## src/rtl/core/nbs_pkg.sv

```systemverilog
`timescale 1ns / 1ps

package nbs_pkg;

    // lookahead depth: longest recognised branch is six bytes
    localparam int LOOKAHEAD_BYTES = 6;
    localparam int AVAIL_W         = $clog2(LOOKAHEAD_BYTES + 1);

    // opcode bytes
    localparam logic [7:0] OP_CALL_NEAR    = 8'hE8;
    localparam logic [7:0] OP_JMP_NEAR     = 8'hE9;
    localparam logic [7:0] OP_JMP_SHORT    = 8'hEB;
    localparam logic [7:0] OP_JCC_SHORT_LO = 8'h70;
    localparam logic [7:0] OP_JCC_SHORT_HI = 8'h7F;
    localparam logic [7:0] OP_TWO_BYTE     = 8'h0F;
    localparam logic [7:0] OP_JCC_NEAR_LO  = 8'h80;
    localparam logic [7:0] OP_JCC_NEAR_HI  = 8'h8F;

    // instruction lengths in bytes
    localparam logic [AVAIL_W-1:0] LEN_SHORT    = AVAIL_W'(2);
    localparam logic [AVAIL_W-1:0] LEN_NEAR     = AVAIL_W'(5);
    localparam logic [AVAIL_W-1:0] LEN_JCC_NEAR = AVAIL_W'(6);

    // register indexes
    localparam logic [1:0] CFG_IMAGE_BASE    = 2'd0;
    localparam logic [1:0] CFG_WINDOW_START  = 2'd1;
    localparam logic [1:0] CFG_WINDOW_LENGTH = 2'd2;
    localparam logic [1:0] CFG_MAX_REPORTED  = 2'd3;

    // result kinds
    localparam logic KIND_BRANCH  = 1'b0;
    localparam logic KIND_SUMMARY = 1'b1;

    typedef struct packed {
        logic [7:0] data_byte;
        logic       is_last;
    } in_item_t;

    typedef struct packed {
        logic        kind;
        logic [31:0] site_offset;
        logic [7:0]  branch_opcode;
        logic        rel32_form;
        logic [31:0] dest_address;
        logic [31:0] total_found;
        logic        was_capped;
        logic        last_result;
    } out_item_t;

    typedef struct packed {
        logic [1:0]  index;
        logic [31:0] data;
    } cfg_item_t;

    typedef struct packed {
        logic [31:0] image_base;
        logic [31:0] window_start;
        logic [31:0] window_length;
        logic [31:0] max_reported;
    } cfg_regs_t;

    // one offset to decide, or the end-of-scan marker
    typedef struct packed {
        logic                                valid;
        logic                                summary;
        logic [31:0]                         offset;
        logic [LOOKAHEAD_BYTES-1:0][7:0]     bytes;
        logic [AVAIL_W-1:0]                  avail;
    } cand_t;

    typedef struct packed {
        logic [31:0] found_count;
        logic [31:0] emitted_count;
    } scan_stat_t;

endpackage

```

## src/rtl/core/nbs_stream_if.sv

```systemverilog
`timescale 1ns / 1ps

interface nbs_stream_if #(parameter type payload_t = logic) ();
    logic     valid;
    logic     ready;
    payload_t payload;

    modport source (output valid, output payload, input ready);
    modport sink   (input valid, input payload, output ready);
endinterface

```

## src/rtl/core/nbs_front.sv

```systemverilog
`timescale 1ns / 1ps

module nbs_front
(
    input  logic                clk,
    input  logic                rst_n,
    input  logic                in_valid,
    input  nbs_pkg::in_item_t   in_item,
    output logic                in_ready,
    input  logic                cand_take,
    output nbs_pkg::cand_t      cand
);

    localparam int LA = nbs_pkg::LOOKAHEAD_BYTES;
    localparam int AW = nbs_pkg::AVAIL_W;

    logic [LA-1:0][7:0] win_reg;
    logic [AW-1:0]      fill_reg;
    logic [31:0]        pos_reg;
    logic               flush_reg;
    logic [AW-1:0]      step_reg;
    nbs_pkg::cand_t     cand_reg;

    logic               cand_free;
    logic               accept;
    logic [LA-1:0][7:0] shifted;
    logic [AW-1:0]      fill_inc;
    logic [LA-1:0][7:0] tail_bytes;
    logic [AW-1:0]      tail_idx [LA];

    assign cand_free = !cand_reg.valid || cand_take;
    assign in_ready  = !flush_reg && cand_free;
    assign accept    = in_valid && in_ready;
    assign cand      = cand_reg;

    // window after shifting in the new byte
    always_comb
    begin
        for (int i = 0; i < LA - 1; i++)
        begin
            shifted[i] = win_reg[i + 1];
        end
        shifted[LA-1] = in_item.data_byte;
    end

    assign fill_inc = (fill_reg == AW'(LA)) ? fill_reg : fill_reg + AW'(1);

    // last step_reg bytes of the window, zero padded
    always_comb
    begin
        for (int i = 0; i < LA; i++)
        begin
            tail_idx[i] = AW'(LA) - step_reg + AW'(i);
            if (AW'(i) < step_reg)
            begin
                tail_bytes[i] = win_reg[tail_idx[i]];
            end
            else
            begin
                tail_bytes[i] = 8'h00;
            end
        end
    end

    // byte intake and end-of-buffer flush sequencing
    always_ff @(posedge clk or negedge rst_n)
    begin
        if (!rst_n)
        begin
            win_reg        <= '0;
            fill_reg       <= '0;
            pos_reg        <= '0;
            flush_reg      <= 1'b0;
            step_reg       <= '0;
            cand_reg       <= '0;
        end
        else if (accept)
        begin
            win_reg  <= shifted;
            fill_reg <= fill_inc;
            if (in_item.is_last)
            begin
                flush_reg      <= 1'b1;
                step_reg       <= fill_inc;
                cand_reg.valid <= 1'b0;
            end
            else
            begin
                pos_reg          <= pos_reg + 32'd1;
                cand_reg.valid   <= (fill_inc == AW'(LA));
                cand_reg.summary <= 1'b0;
                cand_reg.offset  <= pos_reg - 32'(LA - 1);
                cand_reg.bytes   <= shifted;
                cand_reg.avail   <= AW'(LA);
            end
        end
        else if (flush_reg && cand_free)
        begin
            cand_reg.valid <= 1'b1;
            cand_reg.bytes <= tail_bytes;
            cand_reg.avail <= step_reg;
            cand_reg.offset <= pos_reg - 32'(step_reg) + 32'd1;
            if (step_reg != '0)
            begin
                cand_reg.summary <= 1'b0;
                step_reg         <= step_reg - AW'(1);
            end
            else
            begin
                // summary goes out, scan state back to its reset values
                cand_reg.summary <= 1'b1;
                flush_reg        <= 1'b0;
                win_reg          <= '0;
                fill_reg         <= '0;
                pos_reg          <= '0;
            end
        end
        else if (cand_take)
        begin
            cand_reg.valid <= 1'b0;
        end
    end

endmodule

```

## src/rtl/core/nbs_decide.sv

```systemverilog
`timescale 1ns / 1ps

module nbs_decide
(
    input  logic                 clk,
    input  logic                 rst_n,
    input  nbs_pkg::cfg_regs_t   cfg_regs,
    input  nbs_pkg::cand_t       cand,
    output logic                 cand_take,
    output logic                 out_valid,
    input  logic                 out_ready,
    output nbs_pkg::out_item_t   out_item,
    output nbs_pkg::scan_stat_t  stat
);

    localparam int AW = nbs_pkg::AVAIL_W;

    logic [31:0]        found_reg;
    logic [31:0]        emitted_reg;
    logic               cap_reg;
    logic               out_valid_reg;
    logic               out_valid_next;
    nbs_pkg::out_item_t out_item_reg;

    logic [32:0]   wend;
    logic [32:0]   off_ext;
    logic          in_win;
    logic          second_in;
    logic [7:0]    op;
    logic [7:0]    op2;
    logic          is_near;
    logic          is_short;
    logic          is_jcc_near;
    logic [AW-1:0] len;
    logic [31:0]   rel;
    logic [31:0]   target;
    logic          hit;
    logic          emit;

    assign cand_take = cand.valid && (!out_valid_reg || out_ready);
    assign out_valid = out_valid_reg;
    assign out_item  = out_item_reg;
    assign stat      = '{found_count: found_reg, emitted_count: emitted_reg};

    // window test, computed without wrap
    assign wend      = {1'b0, cfg_regs.window_start} + {1'b0, cfg_regs.window_length};
    assign off_ext   = {1'b0, cand.offset};
    assign in_win    = (cand.offset >= cfg_regs.window_start) && (off_ext < wend);
    assign second_in = (off_ext + 33'd1) < wend;

    // opcode decode
    assign op          = cand.bytes[0];
    assign op2         = cand.bytes[1];
    assign is_near     = (op == nbs_pkg::OP_CALL_NEAR) || (op == nbs_pkg::OP_JMP_NEAR);
    assign is_short    = (op == nbs_pkg::OP_JMP_SHORT) ||
                         ((op >= nbs_pkg::OP_JCC_SHORT_LO) && (op <= nbs_pkg::OP_JCC_SHORT_HI));
    assign is_jcc_near = (op == nbs_pkg::OP_TWO_BYTE) && (cand.avail >= AW'(2)) && second_in &&
                         (op2 >= nbs_pkg::OP_JCC_NEAR_LO) && (op2 <= nbs_pkg::OP_JCC_NEAR_HI);

    // length and displacement
    always_comb
    begin
        if (is_near)
        begin
            len = nbs_pkg::LEN_NEAR;
            rel = {cand.bytes[4], cand.bytes[3], cand.bytes[2], cand.bytes[1]};
        end
        else if (is_short)
        begin
            len = nbs_pkg::LEN_SHORT;
            rel = {{24{op2[7]}}, op2};
        end
        else
        begin
            len = nbs_pkg::LEN_JCC_NEAR;
            rel = {cand.bytes[5], cand.bytes[4], cand.bytes[3], cand.bytes[2]};
        end
    end

    assign target = cfg_regs.image_base + cand.offset + 32'(len) + rel;
    assign hit    = !cand.summary && in_win && (is_near || is_short || is_jcc_near) &&
                    (len <= cand.avail);
    assign emit   = hit && (emitted_reg < cfg_regs.max_reported);

    // result valid: dropped once taken, raised by a new record or summary
    always_comb
    begin
        out_valid_next = out_valid_reg && !out_ready;
        if (cand_take && (cand.summary || emit))
        begin
            out_valid_next = 1'b1;
        end
    end

    // counters and result register
    always_ff @(posedge clk or negedge rst_n)
    begin
        if (!rst_n)
        begin
            found_reg     <= '0;
            emitted_reg   <= '0;
            cap_reg       <= 1'b0;
            out_valid_reg <= 1'b0;
        end
        else
        begin
            out_valid_reg <= out_valid_next;
            if (cand_take)
            begin
                if (cand.summary)
                begin
                    out_item_reg  <= '{kind: nbs_pkg::KIND_SUMMARY, site_offset: 32'd0,
                                       branch_opcode: 8'd0, rel32_form: 1'b0,
                                       dest_address: 32'd0, total_found: found_reg,
                                       was_capped: cap_reg, last_result: 1'b1};
                    found_reg     <= '0;
                    emitted_reg   <= '0;
                    cap_reg       <= 1'b0;
                end
                else if (hit)
                begin
                    if (found_reg != 32'hFFFF_FFFF)
                    begin
                        found_reg <= found_reg + 32'd1;
                    end
                    if (emit)
                    begin
                        emitted_reg   <= emitted_reg + 32'd1;
                        out_item_reg  <= '{kind: nbs_pkg::KIND_BRANCH,
                                           site_offset: cand.offset,
                                           branch_opcode: is_jcc_near ? op2 : op,
                                           rel32_form: is_near || is_jcc_near,
                                           dest_address: target, total_found: 32'd0,
                                           was_capped: 1'b0, last_result: 1'b0};
                    end
                    else
                    begin
                        cap_reg <= 1'b1;
                    end
                end
            end
        end
    end

endmodule

```

## src/rtl/core/x86_near_branch_scanner_unit.sv

```systemverilog
`timescale 1ns / 1ps

// channel  role  payload                                  transaction
// code     sink  data_byte, is_last                       one buffer byte
// result   src   kind, site_offset, branch_opcode, ...    one branch record or summary
// cfg      sink  index, data                              one register write
//
// one byte per cycle unless the result stalls or a flush runs; a window is decided once registered
// a record passes the candidate register and then the result register before it leaves
// after the last byte, intake pauses while the flush walks the up to six pending
// offsets and then the summary, one a cycle while the result is not stalled
// reset clears counters, window and flush state; configuration registers return to zero
// a stalled result holds the decoder and, once the candidate register is full, the byte intake

module x86_near_branch_scanner_unit
(
    input logic          clk,
    input logic          rst_n,
    nbs_stream_if.sink   code,
    nbs_stream_if.source result,
    nbs_stream_if.sink   cfg
);

    nbs_pkg::cfg_regs_t  cfg_regs_reg;
    nbs_pkg::cand_t      cand;
    logic                cand_take;
    nbs_pkg::scan_stat_t stat;
    nbs_pkg::in_item_t   in_item;
    nbs_pkg::cfg_item_t  cfg_item;
    nbs_pkg::out_item_t  out_item;

    assign in_item        = code.payload;
    assign cfg_item       = cfg.payload;
    assign result.payload = out_item;
    assign cfg.ready      = 1'b1;

    // configuration registers
    always_ff @(posedge clk or negedge rst_n)
    begin
        if (!rst_n)
        begin
            cfg_regs_reg <= '0;
        end
        else if (cfg.valid)
        begin
            case (cfg_item.index)
                nbs_pkg::CFG_IMAGE_BASE:    cfg_regs_reg.image_base    <= cfg_item.data;
                nbs_pkg::CFG_WINDOW_START:  cfg_regs_reg.window_start  <= cfg_item.data;
                nbs_pkg::CFG_WINDOW_LENGTH: cfg_regs_reg.window_length <= cfg_item.data;
                nbs_pkg::CFG_MAX_REPORTED:  cfg_regs_reg.max_reported  <= cfg_item.data;
                default:
                begin
                end
            endcase
        end
    end

    // byte window and flush sequencer
    nbs_front u_front
    (
        .clk       (clk),
        .rst_n     (rst_n),
        .in_valid  (code.valid),
        .in_item   (in_item),
        .in_ready  (code.ready),
        .cand_take (cand_take),
        .cand      (cand)
    );

    // branch decode, counting and result register
    nbs_decide u_decide
    (
        .clk       (clk),
        .rst_n     (rst_n),
        .cfg_regs  (cfg_regs_reg),
        .cand      (cand),
        .cand_take (cand_take),
        .out_valid (result.valid),
        .out_ready (result.ready),
        .out_item  (out_item),
        .stat      (stat)
    );

    // a last byte starts the flush, which blocks intake
    a_flush_blocks: assert property (@(posedge clk) disable iff (!rst_n)
        (code.valid && code.ready && in_item.is_last) |=> !code.ready)
        else $error("byte taken during end-of-scan flush");

    // records emitted never outnumber branches found
    a_emit_le_found: assert property (@(posedge clk) disable iff (!rst_n)
        stat.emitted_count <= stat.found_count)
        else $error("emitted count exceeds found count");

    // a waiting summary means the counters were already cleared
    a_summary_clears: assert property (@(posedge clk) disable iff (!rst_n)
        (result.valid && out_item.last_result) |->
            (stat.found_count == 32'd0 && stat.emitted_count == 32'd0))
        else $error("scan counters not cleared with summary");

endmodule
```

## src/flat_wrapper.sv

```systemverilog
// flat-port wrapper written by rule: the top's interface ports become plain ports
module x86_near_branch_scanner_unit_flat 
  (clk, rst_n, code_valid, code_payload, code_ready, result_valid, result_payload, result_ready, cfg_valid, cfg_payload, cfg_ready);
  nbs_stream_if code_i ();
  nbs_stream_if result_i ();
  nbs_stream_if cfg_i ();
  input logic clk;
  input logic rst_n;
  input wire logic [$bits(code_i.valid)-1:0] code_valid;
  input wire logic [$bits(code_i.payload)-1:0] code_payload;
  output wire logic [$bits(code_i.ready)-1:0] code_ready;
  output wire logic [$bits(result_i.valid)-1:0] result_valid;
  output wire logic [$bits(result_i.payload)-1:0] result_payload;
  input wire logic [$bits(result_i.ready)-1:0] result_ready;
  input wire logic [$bits(cfg_i.valid)-1:0] cfg_valid;
  input wire logic [$bits(cfg_i.payload)-1:0] cfg_payload;
  output wire logic [$bits(cfg_i.ready)-1:0] cfg_ready;
  assign code_i.valid = code_valid;
  assign code_i.payload = code_payload;
  assign code_ready = code_i.ready;
  assign result_valid = result_i.valid;
  assign result_payload = result_i.payload;
  assign result_i.ready = result_ready;
  assign cfg_i.valid = cfg_valid;
  assign cfg_i.payload = cfg_payload;
  assign cfg_ready = cfg_i.ready;
  x86_near_branch_scanner_unit u_core (.clk(clk), .rst_n(rst_n), .code(code_i), .result(result_i), .cfg(cfg_i));
endmodule
```

## config.mk

```make
export PLATFORM = sky130hd
export DESIGN_NAME = x86_near_branch_scanner_unit_flat
export DESIGN_NICKNAME = d
export VERILOG_FILES = /design/src/rtl/core/nbs_pkg.sv /design/src/rtl/core/nbs_stream_if.sv /design/src/rtl/core/nbs_front.sv /design/src/rtl/core/nbs_decide.sv /design/src/rtl/core/x86_near_branch_scanner_unit.sv /design/src/flat_wrapper.sv
export SDC_FILE = /design/constraint.sdc
export NUM_CORES = 1
export LEC_CHECK = 0
export ABC_AREA = 1
export BUFFER_PORTS_ARGS = -buffer_cell sky130_fd_sc_hd__buf_2
export CORE_AREA = 2 2 261 263
export DETAILED_ROUTE_END_ITERATION = 7
export DIE_AREA = 0 0 263 265
export HOLD_SLACK_MARGIN = 0.05
export PLACE_DENSITY = 0.57
export RECOVER_POWER = 25
export SETUP_SLACK_MARGIN = 0.3
export SYNTH_ARGS = -nofsm -noshare
export SYNTH_HDL_FRONTEND = slang
export SYNTH_HIERARCHICAL = 1
export SYNTH_SLANG_ARGS = --single-unit
export TNS_END_PERCENT = 20
```

## constraint.sdc

```tcl
create_clock -name clk -period 10.6 [get_ports clk]
set_input_delay 1.59 -clock clk [delete_from_list [all_inputs] [get_ports clk]]
set_output_delay 1.59 -clock clk [all_outputs]
set_load 0.03 [all_outputs]
```

; After elaboration in Yosys (flattened, before gate mapping)
; Index checks and enable logic that the tools add are counted.
[op_classes]
addsub = 14
magnitude_cmp = 22
n_eq_ne = 9
n_mux = 52
reduce_logical = 41
[ops]
columns = op, count
row1 = 2-to-1 mux 32 bit, 7
row2 = 2-to-1 mux 84 bit, 2
row3 = binary-select mux 8 bit (select 3 bit), 6
row4 = 2-to-1 mux 48 bit, 3
row5 = adder 32 x 1 -> 32 bit (second input constant), 3
row6 = 2-to-1 mux 8 bit, 12
row7 = 2-to-1 mux 85 bit, 1
row8 = < comparator 32 x 1 -> 1 bit (second input constant), 2
row9 = adder 32 x 1 -> 33 bit (second input constant), 1
row10 = < comparator 33 x 1 -> 1 bit (second input constant), 1
row11 = greater-or-equal comparator 32 x 1 -> 1 bit (second input constant), 1
row12 = subtractor 32 x 3 -> 32 bit, 1
row13 = subtractor 32 x 3 -> 32 bit (second input constant), 1
row14 = 2-to-1 mux 3 bit, 10
row15 = == test 8 bit (second input constant), 3
row16 = < comparator 3 x 4 -> 1 bit (second input constant), 6
row17 = logical AND 1 bit, 16
row18 = AND reduction 3 bit, 4
row19 = 2-to-1 mux 1 bit, 11
row20 = == test 8 x 4 -> 1 bit (second input constant), 1
row21 = greater-or-equal comparator 8 x 7 -> 1 bit (second input constant), 1
row22 = greater-or-equal comparator 8 bit (second input constant), 1
row23 = less-or-equal comparator 8 x 7 -> 1 bit (second input constant), 1
row24 = less-or-equal comparator 8 bit (second input constant), 1
row25 = 18 further kinds, 42
[totals]
reg_bits = 174
inputBits = 7
output_inout_bits = 4
wordCells = 157

; Logic depth before layout (Yosys ltp)
[logic_depth]
word_depth = 12
mapped_depth = 35
ltp_nobuf = 34

; By module
; The synthesis kept the hierarchy.
[modules_own_cells]
columns = module, n_inst, cells_per_inst, area_each_um2, seq_area_each_um2
row1 = nbs_decide, 1, 2244, 16848.7, 4864.7
row2 = nbs_front, 1, 1882, 12903.6, 4304.1
row3 = x86_near_branch_scanner_unit, 1, 8, 55.1, 25.0

; Worst setup path before layout
; Ideal clock, no wire load.
[synth_path]
kind = register to register
start = reg u_core.u_front.cand_reg (netlist bit u_core/u_front/cand[51])
end = reg u_core/u_decide/out_item[100] (netlist name)
setup_ps = 576
arrival_time_ps = 8371
t_required_ps = 10024
path_slack_ps = 1653
path_stages_with_launch = 27
path_buffers = 1
synth_period_minus_slack_ps = 8947
path_cell_list = dfrtp_1 ha_1 nand3_1 nor4_2 nand3_1 nor2_1 nand3_1 nor2_1 nand4_1 nor2_1 nand3_1 nor2_1 xor2_1 inv_1 ha_1 a21oi_1 nor2_1 a2111oi_0 nand4_1 nor2_1 nand2_4 nand2_2 nand4_2 nand2_2 nand2_4 buf_6 nor2_1
[synth_rtl]
columns = element, line
row1 = start: declaration, nbs_front.sv:22  ; nbs_pkg::cand_t cand_reg;

==> metrics.log <==
INFO  metric slew-limit-headroom = -1.27
INFO  metric detail_route.drc_violations = 0
INFO  metric drive_above_1_share = 0.0320
INFO  metric worst-path-buf-inv = 3
INFO  metric cts_htree_levels = 4
INFO  metric wl_per_cell = 12.8 µm
INFO  metric grt_usage = 0.145
INFO  metric fin_setup_tns = 0 ps
INFO  metric antenna_found_initial = 0
INFO  metric timing.critical_path.required = 10780 ps
INFO  metric timing_hold_violations_final = 0
INFO  metric rsz0062_at_grt = no
INFO  metric syn-instance-count = 2860
INFO  metric cts_root_buffer = sky130_fd_sc_hd__clkbuf_16
INFO  metric max_cap_viol_count = 2
INFO  metric syn_to_final_growth = 10.4%
INFO  metric timing_worst_setup_path_type = in -> reg
INFO  metric cp_max_fo = 62
INFO  metric met2RoutedLength = 22500 µm
INFO  metric insertedDiodeCount = 0
INFO  metric p_per_area = 299 mW/mm²
INFO  metric clockBufferDepth = 2
INFO  metric first_global_vias = 16700
INFO  metric detailroute.wirelength.met3 = 1190 µm
INFO  metric worstSkewPairLatency = 470 ps
INFO  metric die_h = 265 µm
INFO  metric total_gr_overflow = 0
INFO  metric cts_made_buffers = 17
INFO  metric hpwlAfterDp = 38500 µm
INFO  metric routed.top_layer = met4
INFO  metric violations = max-capacitance violations, max-slew violations
INFO  metric cpLargestDelayFamily = buffers and inverters
INFO  metric grt_start_max_net_pins = 71
INFO  metric drt.antenna.violating_nets = 0
INFO  metric largest_register_ff_count = 49
INFO  metric ys_warn_count = 6
INFO  metric end_kind = flip-flop
INFO  metric floorplan.die_area = 0.0697 mm²
INFO  metric postCtsResizedCells = 0
INFO  metric port-buffer-count = 7
INFO  metric rrSetupSlack = 4940 ps
INFO  metric result_of_the_run = finished, violations left
INFO  metric hp-start = u_core/u_front/shifted[36]
INFO  metric drv_slew = 109
INFO  metric syn_std_cell_area = 0.0187 mm²
INFO  metric detailroute.via_count = 17400
INFO  metric fin_crit = 5960 ps
INFO  metric r2r.worst_path.cells = 25
INFO  metric power.static_leakage = 10.5 nW
INFO  metric mostFrequentLayoutCell = sky130_fd_sc_hd__nand2_1
INFO  metric postRouteWirelength = 49300 µm
INFO  metric cts_sinks = 170
INFO  metric die_span_in_x = 263 µm
INFO  metric cts.reportedPaths.clkPinSlew = 80 ps
INFO  metric worst_hold_path_type = reg -> reg
INFO  metric worstMarginPinSlew = 3410 ps
INFO  metric grt_first_pass_wirelength = 83200 µm
INFO  metric row_count = 95
INFO  metric effective_utilization_at_floorplan = 0.280
INFO  metric timing.clock.skew = 22.8 ps
INFO  metric place.gp.congestion = 0.880
INFO  metric crit_path_slowest_cell = sky130_fd_sc_hd__clkbuf_1
INFO  metric nNetsFinal = 3231
INFO  metric io_pins = 11
INFO  metric total_power = 0.00617 W
INFO  metric post_cts.repair.setup_buffers = 0
INFO  metric peak_supply_drop = 0.232 mV
INFO  metric path_cells = clkbuf_1, clkbuf_1, inv_1, nor2_1
INFO  metric via_per_inst = 4.54
INFO  metric crit_path_frequent_cell = sky130_fd_sc_hd__clkbuf_1
INFO  metric min_delay_path_depth = 2
INFO  metric syn_avg_cell_area = 6.55 µm²
INFO  metric m1WireLength = 24400 µm
INFO  metric fmaxAchievable = 0.168 GHz
INFO  metric finalSetupViolations = 0
INFO  metric final_cell_mix = sky130_fd_sc_hd__nand2_1 (751), sky130_fd_sc_hd__inv_1 (419), sky130_fd_sc_hd__nor2_1 (277)
INFO  metric r2r-end = u_core/u_decide/out_item[107]
INFO  metric slowest_delay = 2350 ps
INFO  metric cts_hold_buf = 0
INFO  metric min_delay_worst_endpoint = u_core/u_front/shifted[28]
INFO  metric first_iter_violations = 941
INFO  metric worstPathArrival = 6140 ps
INFO  metric regToRegStartpoint = u_core/u_front/cand[51]
INFO  metric design.core.area = 0.0668 mm²
INFO  metric timing.critical_path.from_type = input port
INFO  metric fin_crit_sh = 0.562
INFO  metric clock_tree_from_tritoncts = done
INFO  metric detailedRoute.firstPassIterationCount = 6
## layout make-up
class                   count  area [µm²]
well taps                 873        1090
repair buffers             16        93.8
inverters                 432        1620
flip-flops and latches    170        4260
fillers                  7539       46100
clock buffers              17         425
multi-input cells        2319       13000
clock inverters            15         173
## worst min-delay path: cells and delay by family (launching register included)
family / cells / cell delay [ps]
flip-flops: 1 / 340
AND/OR/NAND/NOR: 2 / 100
## how the worst max path moves through the flow
| stage | start | endpoint | cells past startpoint |
|---|---|---|---|
| after floorplan | result_ready | code_ready | 7 |
| after global placement | u_core/u_front/cand[51] | u_core/u_decide/out_item[107] | 25 |
| after detailed placement | u_core/u_front/cand[51] | u_core/u_decide/out_item[107] | 25 |
| after CTS | u_core/u_front/cand[51] | u_core/u_decide/out_item[107] | 25 |
| after global routing | rst_n | u_core/u_decide/out_item[107] | 4 |
| final | rst_n | u_core/u_decide/out_item[107] | 4 |
## report_power, final
group | switching (W) | total, W | internal [W]
Combinational | 0.00292 | 0.00437 | 0.00145
Sequential | 0.000274 | 0.00116 | 0.000883
Clock | 0.000325 | 0.000644 | 0.000319
Total | 0.00352 | 0.00617 | 0.00265
## routing by layer
metal	vias up	global-route usage
li1	9344	-
met1	7826	0.194
met2	222	0.246
met3	56	0.0129
met4	0	0.0468
met5	-	0
## through the flow
| stage | worst slack, ps | util | instances | instance area (µm²) | hold WS, ps |
|---|---|---|---|---|---|
| 2_1_floorplan | 6460 | - | 2997 | 19200 | 445 |
| 3_3_place_gp | 4940 | 0.301 | 3810 | 20100 | 452 |
| 3_5_place_dp | 4860 | 0.301 | 3810 | 20100 | 458 |
| 4_1_cts | 4860 | 0.310 | 3842 | 20700 | 476 |
| 5_1_grt | 3540 | 0.309 | 3842 | 20700 | 509 |
| 6_report | 4640 | 0.309 | 3842 | 20700 | 474 |
(Power assumes the default switching activity.)
